==> config.mk <==
export PLATFORM = sky130hd
export DESIGN_NAME = pli_ram
export DESIGN_NICKNAME = d
export VERILOG_FILES = /design/src/rtl/pli_ram.sv
export SDC_FILE = /design/constraint.sdc
export NUM_CORES = 1
export LEC_CHECK = 0
export BUFFER_PORTS_ARGS = -buffer_cell sky130_fd_sc_hd__buf_2
export CORE_MARGIN = 4
export CORE_UTILIZATION = 55
export DETAILED_ROUTE_END_ITERATION = 10
export PLACE_DENSITY = 0.82
export SETUP_SLACK_MARGIN = 0.02
export SYNTH_ARGS = -nofsm -noshare
export SYNTH_HDL_FRONTEND = slang
export SYNTH_SLANG_ARGS = --single-unit
==> constraint.sdc <==
create_clock -name clock -period 2.5 [get_ports clock]
set_clock_uncertainty 0.15 [all_clocks]
set_input_delay 0.375 -clock clock [delete_from_list [all_inputs] [get_ports clock]]
set_output_delay 0.375 -clock clock [all_outputs]
set_load 0.05 [all_outputs]
==> src/rtl/pli_ram.sv <==
// ----------------------------------------------------------------------------
// pli_ram
// Generic single-port-write, single-read RAM with registered read data.
// ----------------------------------------------------------------------------
module pli_ram #(
   parameter int Width = 8,
   parameter int Depth = 16
) (
   input  logic                     clock,
   input  logic                     wr_en,
   input  logic [$clog2(Depth)-1:0] wr_addr,
   input  logic [Width-1:0]         wr_data,
   input  logic [$clog2(Depth)-1:0] rd_addr,
   output logic [Width-1:0]         rd_data
);
   logic [Width-1:0] mem [Depth];

   always_ff @(posedge clock) begin
      if (wr_en) begin
         mem[wr_addr] <= wr_data;
      end
      rd_data <= mem[rd_addr];
   end
endmodule

# == Word level (Yosys, flattened, before mapping) ==
# Memories as Yosys holds them, arrays and structs flattened. A register that Yosys moved wholly into a read port is not among the register bits.
# Cells that the tools add are included.
# totals
reg_bits,0
ramBits,128
input_bits,18
output_inout_bits,8
elab_cells,3
memories,1
# op_classes
n_mux,2
# memory_table
memory,words,word_bits,rd,rd_clocked_by_memory_dff,wr,line,rtl
mem,16,8,1,1,1,16,logic [Width-1:0] mem [Depth];
# op_table
op,count
2-to-1 mux 1 bit,2

# == Depth between registers and ports, before layout ==
# Gate-level depths: netlist of run 1.
# logic_depth
word_depth,2
depth_mapped,5
ltp_nobuf,3

# == Worst setup path after synthesis of run 1 ==
# Ideal clock, no wire load.
# synth_path
path_kind,input to register
start,input wr_addr[2]
end,memory mem[0][0] (enable)
setup_time_ns,0.383
arrival_ns,1.485
t_required_ns,1.967
setup_slack_ns,0.482
stages,2
n_path_buf,0
cell_sequence,or3b_2 > nor3_1
# synth_lines
item,line,rtl
start: declaration,11,"input logic [$clog2(Depth)-1:0] wr_addr,"
end: declaration,16,
# Straight into the memory's write port.

# == Worst setup path after layout of run 1 ==
# layout_path
start,register rd_data[5] (read register of mem)
end,output rd_data[5]
# layout_lines
item,line,rtl
start: declaration,14,output logic [Width-1:0] rd_data
# No word-level cell between the ends.

==> impl_metrics.yaml, run 1 <==
cells_and_area:
  drive_gt1_share_pct: 31.29
  syn2layout_area_growth_pct: 18.55
  final_util_pct: 66.35
  final_common_cell: "edfxtp_1"
  layout_common_cells: "edfxtp_1 (128), buf_2 (25), mux4_2 (18)"
  layout.nets: 299
  antenna_cells: 0
pwr:
  power_leakage_nw: 2.089
  powerDensity_nw_per_um2: 891.1
  p_total_mw: 5.438
  ir_worst_vdd_uv: 533.2
critical_path:
  reg2regPathDepth: 3
  slowest_delay_ns: 0.35
  cpMaxStageDelayCell: "dfxtp_1"
  r2r-start: "mem[3][7]"
  crit_family: "flip-flops"
  cp.depth: 1
  worstPathArrival_ns: 1.15
  timing.critical_path.from: "rd_data[5]"
  regToRegSetupSlack_ns: 0.92
  cp-end-kind: "output port"
  critPathLaunchType: "flop"
  required_ns: 1.98
  critPathMaxFanout: 1
  path_class: "flop to output port"
  crit_buf_inv: 1
  path_cells: "buf_2"
  r2r_end: "rd_data[7]"
  crit_end: "rd_data[5]"
yosys:
  synthAdderAreaFrac_pct: 0
  synthCells: 229
  yosysWarnings: 0
  synth_seq_cells: 136
  synth_xor_area_share_pct: 0
  syn_area_sq_um: 5147
  synth_nets: 247
  synth.area.top_cells: "edfxtp_1 (75%), mux4_2 (7.9%), mux4_1 (7.1%)"
  yosys.area.top_type_share_pct: 74.67
  synthSimpleGateAreaFrac_pct: 3.184
  synth_top_family_by_area: "multiplexers"
  yosys.area.top_type: "edfxtp_1"
  synth_compound_area_share_pct: 2.333
  muxShareOfSynthArea_pct: 15.02
  yosysUniqueCellTypes: 19
  synth_area_per_cell_sq_um: 22.48
  ys_seq_area_share_pct: 77.78
die:
  io_pins: 26
  fp.coreArea_sq_um: 9196
  num_rows: 35
  start_util_pct: 55.97
  dieHeight_um: 104.7
  die_area_sq_um: 10970
  die_w_um: 104.7
clocking:
  clock_sinks: 136
  cts_resized: 0
  cts-root-buf: "clkbuf_8"
  insertion_delay_ns: 0.52
  htreeDepth: 4
  cts_tree: "built"
  cts_inserted_buffers: 17
  post_cts_buffers: 0
  clk_path_buf_depth: 2
  clkSlewWorstSetupHoldPaths_ns: 0.06
  ctsHoldBuffers: 0
timing:
  setup_viol: 0
  rsz0062_at_grt: "false"
  drv_slew: 0
  final.period_utilization_pct: 67.06
  worstMarginPinSlew_ns: 0.8266
  fmax_ghz: 0.5965
  fin_crit_ns: 1.676
  setup_tns_ns: 0
  relSlewSlack_pct: 44.78
  hold_viol_final: 0
placed_design:
  port_buffers: 25
  routabilityCongestion: 0.7266
  place_hpwl_um: 5888
global_routing:
  antenna_found_initial: 0
  grt_usage_pct: 20.76
  gr-total-overflow: 0
  grt_pass1_vias: 2680
  grt_max_degree: 33
  grt_pass1_wl_um: 16140
status:
  outcome: "finished clean"
job:
  maxCapViolCount: 0
hold_path:
  hold_path.class: "input port to flop"
  worstHoldPathCells: 1
route:
  wl_per_cell_um: 25.53
  drc_errors: 0
  final_antenna_net_count: 0
  via_count: 2485
  dr.pass1.iters: 5
  vias_per_cell: 6.136
  wl_um: 10340
  drtIter0Drc: 223
[routing by layer]
layer | up-vias | global-route usage [%] | share of wire (%)
met1 | 1297 | 27.18 | 39
li1 | 1077 | - | -
met5 | - | 0 | 0
met2 | 98 | 33.64 | 52
met3 | 13 | 5.497 | 7.4
met4 | 0 | 7.966 | 1.7
[through the flow]
step           cell area (sq um)  hold slack, ns  std cells  setup WS (ns)
2_1_floorplan               5147          0.3239        229         0.4821
3_3_place_gp                5485          0.4970        373         0.5409
3_5_place_dp                5485          0.5061        373         0.5192
4_1_cts                     6102         0.06239        405         0.7945
5_1_grt                     6102         0.07792        405         0.7691
6_report                    6102         0.08164        405         0.8236
[logic make-up (layout without fill, tap and decap cells)]
kind of cell	count (synthesis)	in the layout
flops	136	136
simple gates	35	35
mux	32	32
compound gates	16	16
buf+inv	10	75
[synth_stat cells]
cell type / number
and2b_1: 1
nor2_1: 13
mux4_2: 18
buf_6: 3
buf_4: 1
nand3b_1: 2
mux4_1: 14
a22oi_1: 16
nor3_1: 4
nand3_1: 1
dfxtp_1: 8
nand2b_1: 2
buf_2: 3
nand2_1: 9
clkdlybuf4s25_2: 3
or3b_2: 1
nor2b_1: 1
edfxtp_1: 128
and2_1: 1
[where the power goes]
group / switching, mW / leakage (nW) / internal (mW)
logic: 0.182 / 0.575 / 0.102
clock network: 0.953 / 0.290 / 1.63
registers: 0.0180 / 1.22 / 2.55
total: 1.15 / 2.09 / 4.28
[registers in the layout, indices dropped and copies added (netlist names)]
register,count
mem,128
rd_data,8
[layout make-up]
type | instances | area, sq um
flip-flops and latches | 136 | 4004
fillers | 564 | 3094
multi-input cells | 83 | 1057
clock buffers | 19 | 421.7
repair buffers | 43 | 285.3
clock inverters | 13 | 195.2
well taps | 111 | 138.9
[how the worst min path moves through the flow]
stage,startpoint,endpoint,slack [ns]
floorplan,wr_data[0],mem[0][0],0.32
global placement,mem[11][2],rd_data[2],0.50
detailed placement,mem[14][2],rd_data[2],0.51
CTS,wr_data[5],mem[0][5],0.06
global route,wr_data[1],mem[14][1],0.08
finish,wr_data[1],mem[10][1],0.08
Note: power is estimated with default switching activity, not from simulation.
==> run 2, diff against run 1 <==
clock period = 1.7 ns   (was 2.5 ns; I/O delays follow)
==> run 2 against run 1 <==
Against the previous run:
- die area unchanged
- core utilization increased by 1.0 points
- via count increased by 2.4%
- register-to-register slack got worse by 0.79 ns
==> impl_metrics.yaml, run 2 (synthesized netlist as in run 1, its figures left out) <==
clocking:
  clk_path_buf_depth: 2
  cts_inserted_buffers: 17
  cts_tree: "built"
  insertion_delay_ns: 0.51
  clock_sinks: 136
  htreeDepth: 4
  cts-root-buf: "clkbuf_8"
  clkSlewWorstSetupHoldPaths_ns: 0.06
route:
  vias_per_cell: 6.118
  dr.pass1.iters: 7
  wl_per_cell_um: 23.62
  final_antenna_net_count: 0
  drtIter0Drc: 249
  drc_errors: 0
  via_count: 2545
  wl_um: 9825
global_routing:
  grt_usage_pct: 19.83
  gr-total-overflow: 0
  grt_pass1_vias: 2680
  grt_max_degree: 33
  grt_pass1_wl_um: 15800
  antenna_found_initial: 0
timing:
  drv_slew: 0
  hold_viol_final: 0
  rsz0062_at_grt: "false"
  worstMarginPinSlew_ns: 0.7048
  relSlewSlack_pct: 52.92
  fin_crit_ns: 1.567
  setup_viol: 0
  final.period_utilization_pct: 92.20
  fmax_ghz: 0.6380
  setup_tns_ns: 0
cells_and_area:
  largest_register: "mem"
  largest_registers: "mem: 128 flops, rd_data: 8 flops"
  layout.nets: 310
  drive_gt1_share_pct: 31.48
  layout_common_cells: "edfxtp_1 (128), buf_2 (25), mux4_2 (18), buf_4 (18)"
  largest_reg_flops: 128
  syn2layout_area_growth_pct: 20.39
  antenna_cells: 0
  final_common_cell: "edfxtp_1"
  layout.cells.non_filler: 416
critical_path:
  r2r_end: "rd_data[2]"
  crit_family: "multiplexers"
  path_cells: "mux4_1 -> a22oi_1 -> nand2_1"
  path_class: "flop to flop"
  critPathLaunchType: "flop"
  regToRegSetupSlack_ns: 0.13
  required_ns: 1.95
  crit_buf_inv: 0
  critPathMaxFanout: 1
  reg2regPathDepth: 3
  cpMaxStageDelayCell: "mux4_1"
  worstPathArrival_ns: 1.82
  slowest_delay_ns: 0.53
  cp-end-kind: "flop"
  r2r-start: "mem[1][2]"
die:
  io_pins: 26
  die_w_um: 104.7
  dieHeight_um: 104.7
  fp.coreArea_sq_um: 9196
  num_rows: 35
  start_util_pct: 55.97
  die_area_sq_um: 10970
hold_path:
  hold_path.class: "input port to flop"
  whs_endpoint: "mem[4][1]"
  min_from: "wr_addr[0]"
  worstHoldPathCells: 3
pwr:
  ir_worst_vdd_uv: 686.7
  powerDensity_nw_per_um2: 1263
  power_leakage_nw: 2.133
job:
  maxCapViolCount: 0
placed_design:
  place_hpwl_um: 6003
  port_buffers: 25
  dp.cells: 376
  routabilityCongestion: 0.7680
status:
  outcome: "finished clean"
[run 2: routing by layer]
layer	vias to the layer above	GRT usage, %	wire (um)
met2	113	30.48	4863
met5	-	0	0
met1	1320	27.41	4188
met3	10	7.412	714
met4	0	4.686	59
li1	1102	-	-
[run 2: how the worst max path moves through the flow]
stage          startpoint          to  depth (start not counted)
2_1_floorplan  wr_addr[2]   mem[3][0]                          2
3_3_place_gp   rd_addr[0]  rd_data[0]                          5
3_5_place_dp   rd_addr[0]  rd_data[2]                          5
4_1_cts        rd_data[6]  rd_data[6]                          1
5_1_grt        rd_data[6]  rd_data[6]                          1
6_report        mem[1][2]  rd_data[2]                          3
[run 2: stage by stage]
step	setup WS [ns]	power [mW]	area [sq um]	hold WS [ns]	util, %
after floorplan	0.02885	4.104	5152	0.2039	-
after global placement	-0.1207	4.249	5525	0.4825	60.08
after detailed placement	-0.1614	4.267	5525	0.4987	60.08
after CTS	0.1129	7.885	6197	0.1099	67.39
after global routing	0.1042	8.088	6197	0.1173	67.39
final	0.1325	7.827	6197	0.1415	67.39
[run 2: area by class of cell]
type / instances / area [sq um]
Tap cell: 111 / 138.9
Multi-Input combinational cell: 83 / 1062
Timing Repair Buffer: 54 / 400.4
Clock inverter: 13 / 170.2
Sequential cell: 136 / 4004
Clock buffer: 19 / 421.7
Fill cell: 554 / 2999
[run 2: report_power, final]
group	leakage (nW)	switching (mW)	total, mW	internal, mW
clock	0.279	1.36	3.61	2.25
combinational	0.630	0.274	0.442	0.169
sequential	1.22	0.0241	3.77	3.75
[run 2: repair_timing]
item	CTS	global route
gates resized for setup	0	0
setup buffers	0	0
hold buffers	8	0
endpoints found under the hold margin	128	0
[run 2: tightest hold or removal path, stage by stage]
cell    delay, ns
buf_2        0.15
nor3_1       0.08
buf_4        0.15
