## src/rtl/pli_pkg.sv

```systemverilog
// ----------------------------------------------------------------------------
// pli_pkg
// Shared types and constants for the piecewise linear interpolator.
// ----------------------------------------------------------------------------
package pli_pkg;

   localparam int TableDepth = 256;
   localparam int AddrWidth  = $clog2(TableDepth);
   localparam int CountWidth = AddrWidth + 1;
   localparam int EntryWidth = 88;

   localparam logic [1:0] REQ_CLEAR    = 2'd0;
   localparam logic [1:0] REQ_APPEND   = 2'd1;
   localparam logic [1:0] REQ_QUERY    = 2'd2;
   localparam logic [1:0] REQ_RESERVED = 2'd3;

   localparam logic [1:0] STATUS_OK    = 2'd0;
   localparam logic [1:0] STATUS_EMPTY = 2'd1;
   localparam logic [1:0] STATUS_FULL  = 2'd2;

   typedef struct packed {
      logic [1:0]         req_type;
      logic signed [31:0] key_x;
      logic signed [31:0] value_y;
      logic [7:0]         point_red;
      logic [7:0]         point_green;
      logic [7:0]         point_blue;
   } req_word_type;

   typedef struct packed {
      logic signed [31:0] result_value;
      logic [7:0]         result_red;
      logic [7:0]         result_green;
      logic [7:0]         result_blue;
      logic [1:0]         status;
      logic [8:0]         point_count;
   } rsp_word_type;

endpackage

```

## src/rtl/pli_divider.sv

```systemverilog
// ----------------------------------------------------------------------------
// pli_divider
// Restoring divider: floor((dx << 16) / span), one quotient bit per cycle.
// ----------------------------------------------------------------------------
module pli_divider import pli_pkg::*; (
   input  logic        clock,
   input  logic        reset,
   input  logic        start,
   input  logic [31:0] dx,
   input  logic [31:0] span,
   output logic        done,
   output logic [15:0] portion
);
   logic [47:0] num_ff;
   logic [31:0] rem_ff;
   logic [31:0] span_ff;
   logic [5:0]  cnt_ff;
   logic        run_ff;
   logic [32:0] trial;

   // remainder stays below span, so 32 bits hold it
   always_comb begin
      trial = {rem_ff, num_ff[47]} - {1'b0, span_ff};
   end

   always_ff @(posedge clock) begin
      if (reset) begin
         run_ff <= 1'b0;
         done   <= 1'b0;
      end else begin
         done <= 1'b0;
         if (start) begin
            run_ff  <= 1'b1;
            num_ff  <= {dx, 16'd0};
            rem_ff  <= '0;
            span_ff <= span;
            cnt_ff  <= 6'd0;
         end else if (run_ff) begin
            if (!trial[32]) begin
               rem_ff <= trial[31:0];
               num_ff <= {num_ff[46:0], 1'b1};
            end else begin
               rem_ff <= {rem_ff[30:0], num_ff[47]};
               num_ff <= {num_ff[46:0], 1'b0};
            end
            cnt_ff <= cnt_ff + 6'd1;
            if (cnt_ff == 6'd47) begin
               run_ff <= 1'b0;
               done   <= 1'b1;
            end
         end
      end
   end

   assign portion = num_ff[15:0];
endmodule

```

## config.mk

```make
export PLATFORM = sky130hd
export DESIGN_NAME = pli_divider
export DESIGN_NICKNAME = d
export VERILOG_FILES = /design/src/rtl/pli_pkg.sv /design/src/rtl/pli_divider.sv
export SDC_FILE = /design/constraint.sdc
export NUM_CORES = 1
export LEC_CHECK = 0
export BUFFER_PORTS_ARGS = -buffer_cell sky130_fd_sc_hd__buf_2
export CAP_MARGIN = 30
export CORE_MARGIN = 1
export CORE_UTILIZATION = 55
export CTS_CLUSTER_SIZE = 25
export DETAILED_ROUTE_END_ITERATION = 16
export GPL_TIMING_DRIVEN = 1
export PLACE_DENSITY_LB_ADDON = 0.25
export SETUP_SLACK_MARGIN = 0.5
export SLEW_MARGIN = 5
export SYNTH_ARGS = -nofsm -noshare
export SYNTH_HDL_FRONTEND = slang
export SYNTH_SLANG_ARGS = --single-unit
export TNS_END_PERCENT = 20
```

## constraint.sdc

```tcl
create_clock -name clock -period 11.5 [get_ports clock]
set_input_delay 1.725 -clock clock [delete_from_list [all_inputs] [get_ports clock]]
set_output_delay 1.725 -clock clock [all_outputs]
set_load 0.1 [all_outputs]
```

# Word-level counts from Yosys, hierarchy flattened
# Index checks and enable logic that the tools add are counted.
dict set report op_classes {
  n_addsub 2
  n_eq_ne 1
  muxes 10
  n_bitwise 2
  n_reduce_logical 4
}
# operator n
set op_table {}
lappend op_table {{48-bit two-way mux} 2}
lappend op_table {{32-bit two-way mux} 2}
lappend op_table {{33-bit by 32-bit subtractor with 33-bit output} 1}
lappend op_table {{6-bit by 1-bit adder with 6-bit output, second input constant} 1}
lappend op_table {{6-bit == test, second input constant} 1}
lappend op_table {{6-bit two-way mux} 1}
lappend op_table {{1-bit two-way mux} 5}
lappend op_table {{2-bit AND reduction} 2}
lappend op_table {{3-bit OR reduction} 1}
lappend op_table {{1-bit NOT} 2}
lappend op_table {{2-bit nonzero test} 1}
dict set report word_totals {
  register_bits 120
  inputBits 67
  output_inout_bits 17
  wordCells 26
}

# Logic depth before layout (Yosys ltp)
# Gate-level depths: netlist (run 1).
dict set report depth {
  ltp_word 4
  depth_mapped 13
  depth_no_buf 12
}

# Worst setup path after synthesis (run 1)
# OpenSTA, ideal clock, no wires.
dict set report synth_path {
  kind {input to register}
  startpoint {input start}
  endpoint {register cnt_ff[0], enable pin}
  setup_time_ns 0.531
  arrival_time_ns 5.927
  t_required_ns 10.969
  path_slack_ns 5.042
  cell_stages 4
  path_buffers 2
  path_cell_list {clkbuf_1 > clkbuf_1 > nor2_1 > nor2_1}
}
dict set report synth_between {
  elab_chain_cells 2
}
# item line
set synth_lines {}
lappend synth_lines {{from (decl)} pli_divider.sv:8} ;# input logic start,
lappend synth_lines {{2-bit nonzero test (no source line)} --}
lappend synth_lines {{2-bit AND reduction (no source line)} --}
lappend synth_lines {{to (signal assigned)} pli_divider.sv:46} ;# cnt_ff <= cnt_ff + 6'd1;
lappend synth_lines {{to (decl)} pli_divider.sv:17} ;# logic [5:0] cnt_ff;
# No other way between the ends.
# A chain may end at the register's enable or synchronous reset.

# Worst setup path after layout (run 1)
dict set report layout_path {
  startpoint {input start}
  endpoint {register rem_ff[21], enable pin}
}
dict set report layout_between {
  elab_chain_cells 2
}
# item line
set layout_lines {}
lappend layout_lines {{2-bit nonzero test (no source line)} --}
lappend layout_lines {{2-bit AND reduction (no source line)} --}
lappend layout_lines {{to (signal assigned)} pli_divider.sv:40} ;# rem_ff <= trial[31:0];
lappend layout_lines {{to (signal assigned)} pli_divider.sv:43} ;# rem_ff <= {rem_ff[30:0], num_ff[47]};
lappend layout_lines {{to (decl)} pli_divider.sv:15} ;# logic [31:0] rem_ff;
# No other way between the ends.

==> impl_metrics.csv, run 1 <==
group,metric,value,unit
cells_and_area,syn_to_final_growth,15.9,%
timing,slew_viol_final,0,
place,portBuffers,83,
detailed_routing,vias,4538,
detailed_routing,ant_nets,0,
yosys,ys_seq_area_share,54.2,%
yosys,postSynthCellCount,580,
die,die_w,112,µm
clock_network,ctsLongestPathBuffers,2,
cells_and_area,stdcell_area,7670,µm²
yosys,synth_area_per_cell,11.4,µm²
detailed_routing,drt_iter0_markers,295,
clock_network,cts-root-buf,"clkbuf_16",
timing,setup_viol,0,
detailed_routing,wl_per_cell,15.9,µm
die,io_pins,84,
cells_and_area,nNetsFinal,754,
yosys,synthArstFlopShare,0,%
outcome,violations,"design-rule violations",
yosys,synth_top_cells_by_count,"edfxtp_1 (118), nand2_1 (65), a21oi_1 (55), inv_1 (40), ha_1 (33)",
die,rows,39,
critical_path,rr_worst_depth,13,
timing,whs,0.497,ns
timing,rsz0062_at_grt,"no",
global_route,grt_pass1_vias,4442,
yosys,yosysWarnings,0,
critical_path,worstPathRequired,11.53,ns
die,start_util,57.2,%
place,dpl_cell_area,7050,µm²
critical_path,cp_max_fo,87,
yosys,synth-edff-count,118,
yosys,yosysMostFrequentCell,"edfxtp_1",
clock_network,clkSinkCount,120,
die,fp.dieH,112,µm
timing,max_freq,267,MHz
global_route,track_usage,21.9,%
yosys,synth_area,6620,µm²
yosys,synthFlopType,"edfxtp_1",
timing,clock_skew,0.00756,ns
timing,worst_pin_slew,0.831,ns
timing,fin_setup_tns,0,ns
clock_network,htreeDepth,4,
power,leakagePower,0.00314,µW
power,powerDensity,184,nW/µm²
critical_path,critPathLaunchType,"primary input",
clock_network,post_cts_resized,0,
detailed_routing,drt_pass1_iterations,11,
yosys,synth.largest_area_cell,"edfxtp_1",
hold_path,hold_depth,1,
yosys,synth_top_area_share,53.6,%
global_route,grt_pass1_wl,21300,µm
hold_path,hp-class,"register to register",
yosys,synthTopCellsByArea,"edfxtp_1 (54%), ha_1 (6.2%), mux2_2 (5.4%)",
place,hpwlAfterDp,8440,µm
timing,final_hold_viol_count,0,
critical_path,cp-end-kind,"register",
clock_network,cts_tree,"done",
detailed_routing,wirelength,12800,µm
timing,fin_crit,3.74,ns
power,vdd_drop_max,129,µV
detailed_routing,viasPerCell,5.62,
yosys,ys_types,58,
cells_and_area,n_fill_cell,852,
clock_network,clk_pin_slew,0.05,ns
global_route,grt_max_degree,89,
place,place_congestion,0.954,
critical_path,arrival,3.77,ns
cells_and_area,antennaDiodeCount,0,
outcome,outcome,"finished with violations",
die,coreArea,11600,µm²
global_route,grt-ovfl-total,0,
global_route,grt_antenna_before_repair,0,
clock_network,cts_hold_buf,0,
yosys,synth_nets,681,
timing,fin_crit_sh,32.6,%
detailed_routing,drc,3,
clock_network,cts_setup_buffers,0,
job,cap_violations,0,
clock_network,numCtsBuffers,17,
timing,slew_headroom,44.5,%
yosys,synth-seq-cells,120,
clock_network,clk_latency,0.41,ns
die,dieArea,12500,µm²
critical_path,worstSetupPathType,"primary input to register",
cells_and_area,drive_gt1_share,24.2,%
[layer usage]
| metal | track usage [%] | wire (µm) | vias to the layer above |
|---|---|---|---|
| met3 | 6.80 | 767 | 27 |
| met2 | 34.1 | 5760 | 153 |
| met5 | 0 | 0 | - |
| li1 | - | - | 2247 |
| met4 | 8.92 | 259 | 0 |
| met1 | 28.7 | 6030 | 2111 |
[cell families after synthesis]
family,synth area share [%]
adder cells (fa/ha/maj),6.54
multiplexers,5.60
flip-flops,54.2
XOR/XNOR,4.37
AND/OR/NAND/NOR,11.3
buffers and inverters,5.41
AO/OA/AOI/OAI,12.7
[worst paths after layout]
kind                                            from                  endpoint  slack, ns
worst max-delay path                           start  rem_ff[21]$_SDFFCE_PP0P_       7.76
worst min-delay path               run_ff$_SDFF_PP0_           done$_SDFF_PP0_       0.50
worst max register to register  num_ff[47]$_DFFE_PP_  rem_ff[20]$_SDFFCE_PP0P_       8.16
worst min register to register     run_ff$_SDFF_PP0_           done$_SDFF_PP0_       0.50
[state kept, by name, indices dropped and copies added (netlist names)]
name and flops:
run_ff 1, rem_ff 32, cnt_ff 6, span_ff 32, done 1, num_ff 48
[report_power, final]
group / switching, µW / internal, µW
registers: 17.4 / 531
clock network: 181 / 336
logic: 208 / 134
total: 406 / 1000
[cell usage in the layout (no fill, tap or decap), types with 3 or more instances in the layout]
cell,instances
o31ai_1,5
bufinv_16,3
xor2_1,9
o21bai_1,3
clkinv_1,3
o21ai_0,14
clkinv_2,3
nor2b_1,18
a21boi_0,3
o21a_1,3
nand4_1,5
o21ai_1,3
nand2b_1,6
a211oi_1,6
nor3_1,5
inv_1,40
a31oi_1,3
clkbuf_16,17
a21oi_1,55
and3_1,7
and2_1,4
buf_4,4
clkbuf_1,4
mux2_2,32
nor2_1,28
nand2_1,65
buf_2,83
edfxtp_1,118
xnor2_1,19
ha_1,33
nand3_1,12
a21o_1,9
[critical path, stage by stage]
cell	delay (ns)
buf_2	0.07
buf_4	0.12
buf_16	0.32
nor2_1	0.16
nor2_4	0.54
buf_4	0.76
[metrics by stage]
| step | util [%] | instances | worst slack [ns] | power [µW] |
|---|---|---|---|---|
| final | 66.3 | 808 | 7.76 | 1410 |
| after global routing | 66.3 | 808 | 7.61 | 1470 |
| after CTS | 65.8 | 806 | 7.24 | 1410 |
| after detailed placement | 60.9 | 775 | 6.82 | 885 |
| after global placement | 60.9 | 775 | 6.95 | 876 |
| after floorplan | - | 580 | 5.04 | 822 |
[layout make-up]
type,count,area [µm²],share of cell area (%)
Sequential cell,120,3580,46.7
Multi-Input combinational cell,384,2680,35.0
Timing Repair Buffer,89,500,6.53
Clock buffer,21,440,5.74
Tap cell,143,179,2.33
Inverter,41,154,2.01
Clock inverter,10,129,1.68
Power figures use the tool's default switching activity.
==> run 2: changes to the inputs <==
--- a/config.mk
+++ b/config.mk
@@ -5,6 +5,7 @@
 export SDC_FILE = /design/constraint.sdc
 export NUM_CORES = 1
 export LEC_CHECK = 0
+export ABC_AREA = 1
 export BUFFER_PORTS_ARGS = -buffer_cell sky130_fd_sc_hd__buf_2
 export CAP_MARGIN = 30
 export CORE_MARGIN = 1
==> constraint.sdc (replaced) <==
create_clock -name clock -period 3.9 [get_ports clock]
set_input_delay 0.585 -clock clock [delete_from_list [all_inputs] [get_ports clock]]
set_output_delay 0.585 -clock clock [all_outputs]
set_load 0.1 [all_outputs]
==> run 2 against run 1 <==
Effect of this change:
- the flow now finishes without violations
- cell area increased by 14%
- largest power group unchanged
- power increased to 2.9 times the previous value
- clock power increased to 2.9 times the previous value
- area after synthesis increased by 17%
- clock skew increased by 0.0031 ns
- critical endpoint is now rem_ff[0]$_SDFFCE_PP0P_
==> impl_metrics.csv, run 2 <==
group,metric,value,unit
job,cap_violations,0,
die,rows,42,
detailed_routing,wirelength,16300,µm
die,dieArea,14500,µm²
critical_path,timing.rr.start,"num_ff[47]$_DFFE_PP_",
clock_network,htreeDepth,4,
detailed_routing,wl_per_cell,12.7,µm
yosys,synth.largest_area_cell,"edfxtp_1",
cells_and_area,antennaDiodeCount,0,
yosys,synth-seq-cells,120,
yosys,yosysWarnings,0,
detailed_routing,viasPerCell,4.90,
power,swShare,32.9,%
power,combPwrFrac,25.6,%
die,coreArea,13500,µm²
timing,worst_pin_slew,0.508,ns
cells_and_area,regMostFlops,"num_ff",
yosys,synth-edff-count,118,
outcome,outcome,"finished clean",
timing,rsz0062_at_grt,"no",
global_route,grt_max_degree,53,
timing,slew_headroom,66.1,%
critical_path,critPathLaunch,"num_ff[47]$_DFFE_PP_",
cells_and_area,largestRegisters,"num_ff (48), rem_ff (32), span_ff (32)",
die,fp.dieH,120,µm
place,hpwlAfterDp,12000,µm
power,vdd_drop_max,424,µV
global_route,grt-ovfl-total,0,
timing,fin_setup_tns,0,ns
yosys,synth_area,7720,µm²
clock_network,cts-root-buf,"clkbuf_16",
yosys,yosysMostFrequentCell,"nand2_1",
power,seq_power_share,38.7,%
cells_and_area,multi_input_area,3250,µm²
detailed_routing,drc,0,
power,leakagePower,0.00459,µW
clock_network,clk_pin_slew,0.06,ns
detailed_routing,drt_pass1_iterations,5,
die,io_pins,84,
timing,final_hold_viol_count,0,
timing,max_freq,392,MHz
clock_network,cts_hold_buf,0,
yosys,synth_top_cells_by_count,"nand2_1 (402), inv_1 (175), nor2_1 (119), edfxtp_1 (118), ha_1 (33)",
clock_network,clkSinkCount,120,
place,place_congestion,0.984,
yosys,synthArstFlopShare,0,%
cells_and_area,n_fill_cell,1224,
global_route,grt_antenna_before_repair,0,
cells_and_area,final_common_cell,"nand2_1",
die,start_util,57.4,%
place,portBuffers,83,
timing,fin_crit_sh,65.3,%
critical_path,cp_max_fo,33,
clock_network,cts_tree,"done",
critical_path,cp-end-kind,"register",
cells_and_area,syn_to_final_growth,13.6,%
timing,clock_skew,0.0106,ns
critical_path,worstSetupPathType,"register to register",
global_route,grt_pass1_wl,27500,µm
power,power_frac_clock,35.7,%
place,pre_cts_slack,1.34,ns
global_route,grt_pass1_vias,6032,
yosys,synthTopCellsByArea,"edfxtp_1 (46%), nand2_1 (20%), inv_1 (8.5%)",
cells_and_area,drive_gt1_share,13.9,%
hold_path,hp-class,"primary input to register",
clock_network,post_cts_resized,0,
cells_and_area,largest_reg_flops,48,
timing,slew_viol_final,0,
timing,fin_ws,1.35,ns
die,die_w,120,µm
yosys,synth_top_area_share,45.9,%
critical_path,arrival,2.72,ns
yosys,synth_area_per_cell,7.58,µm²
cells_and_area,fin_util,65.2,%
yosys,synthFlopType,"edfxtp_1",
critical_path,critPathLaunchType,"register",
clock_network,cts_setup_buffers,0,
detailed_routing,drt_iter0_markers,437,
hold_path,min-delay-start,"span[16]",
power,power_switching,1360,µW
clock_network,ctsLongestPathBuffers,2,
cells_and_area,register_area,3580,µm²
timing,setup_viol,0,
timing,fin_crit,2.55,ns
power,powerDensity,472,nW/µm²
global_route,track_usage,24.4,%
cells_and_area,nNetsFinal,1193,
yosys,ys_seq_area_share,46.4,%
clock_network,clk_latency,0.42,ns
cells_and_area,layout_common_cells,"nand2_1 (402), inv_1 (175), nor2_1 (118), edfxtp_1 (118), buf_2 (83)",
yosys,postSynthCellCount,1018,
detailed_routing,ant_nets,0,
critical_path,rr_worst_depth,17,
clock_network,numCtsBuffers,17,
yosys,synth_nets,1119,
yosys,ys_types,36,
detailed_routing,vias,6272,
hold_path,hold_depth,1,
critical_path,worstPathRequired,4.07,ns
power,intPower,2780,µW
## run 2: final timing paths
| path | endpoint | slack [ns] |
|---|---|---|
| hold / removal | span_ff[16]$_DFFE_PP_ | 0.33 |
| hold reg to reg | num_ff[27]$_DFFE_PP_ | 0.51 |
| setup reg to reg | rem_ff[0]$_SDFFCE_PP0P_ | 1.35 |
| setup / recovery | rem_ff[0]$_SDFFCE_PP0P_ | 1.35 |
## run 2: final cells by class
class | instances | area share, %
clock buffer | 19 | 4.94
clock inverter | 13 | 1.43
multi-input combinational | 683 | 37.0
inverter | 181 | 7.75
sequential | 120 | 40.9
timing repair buffer | 89 | 5.48
tap | 176 | 2.51
## run 2: critical path, stage by stage, from the launching register on
cell and delay [ns]:
edfxtp_1 0.33, inv_1 0.05, ha_1 0.22, fa_1 0.41, inv_1 0.11, nand2_1 0.05, nand2_1 0.09, nand3_1 0.08
nand2_2 0.11, nand2_2 0.07, nand2_4 0.07, nand2_4 0.06, nand2_4 0.08, nand2_2 0.06, nand2_4 0.27, nand2_1 0.10
nand2_1 0.08, nor2_1 0.05
## run 2: routing by layer
metal,global-route usage (%),wire [µm]
met5,0,0
met2,38.2,7280
met4,10.4,432
met1,32.8,7570
met3,5.24,1030
## run 2: cells by family (layout without fill, tap and decap cells)
kind of cell,after synthesis,after routing,synth area share (%)
xor gates and xnor gates,15,15,1.70
DFF,120,120,46.4
adders and majority gates,34,34,5.61
and+or+nand+nor,599,599,31.9
AOI/OAI and AO/OA,35,35,2.66
buffers and inverters,215,302,11.7
## run 2: per-stage QoR
step	std cells	hold slack [ns]	total power (µW)	instance area, µm²
floorplan	1018	0.480	2460	7730
global placement	1248	0.494	2650	8180
detailed placement	1248	0.496	2670	8180
CTS	1280	0.324	4150	8740
global route	1281	0.324	4360	8770
finish	1281	0.332	4130	8770
## run 2: power groups by stage
stage | Sequential [µW] | Clock (µW) | Combinational (µW)
finish | 1600 | 1480 | 1060
global route | 1610 | 1540 | 1210
CTS | 1600 | 1490 | 1060
detailed placement | 1620 | 0 | 1050
global placement | 1620 | 0 | 1030
floorplan | 1610 | 0 | 853
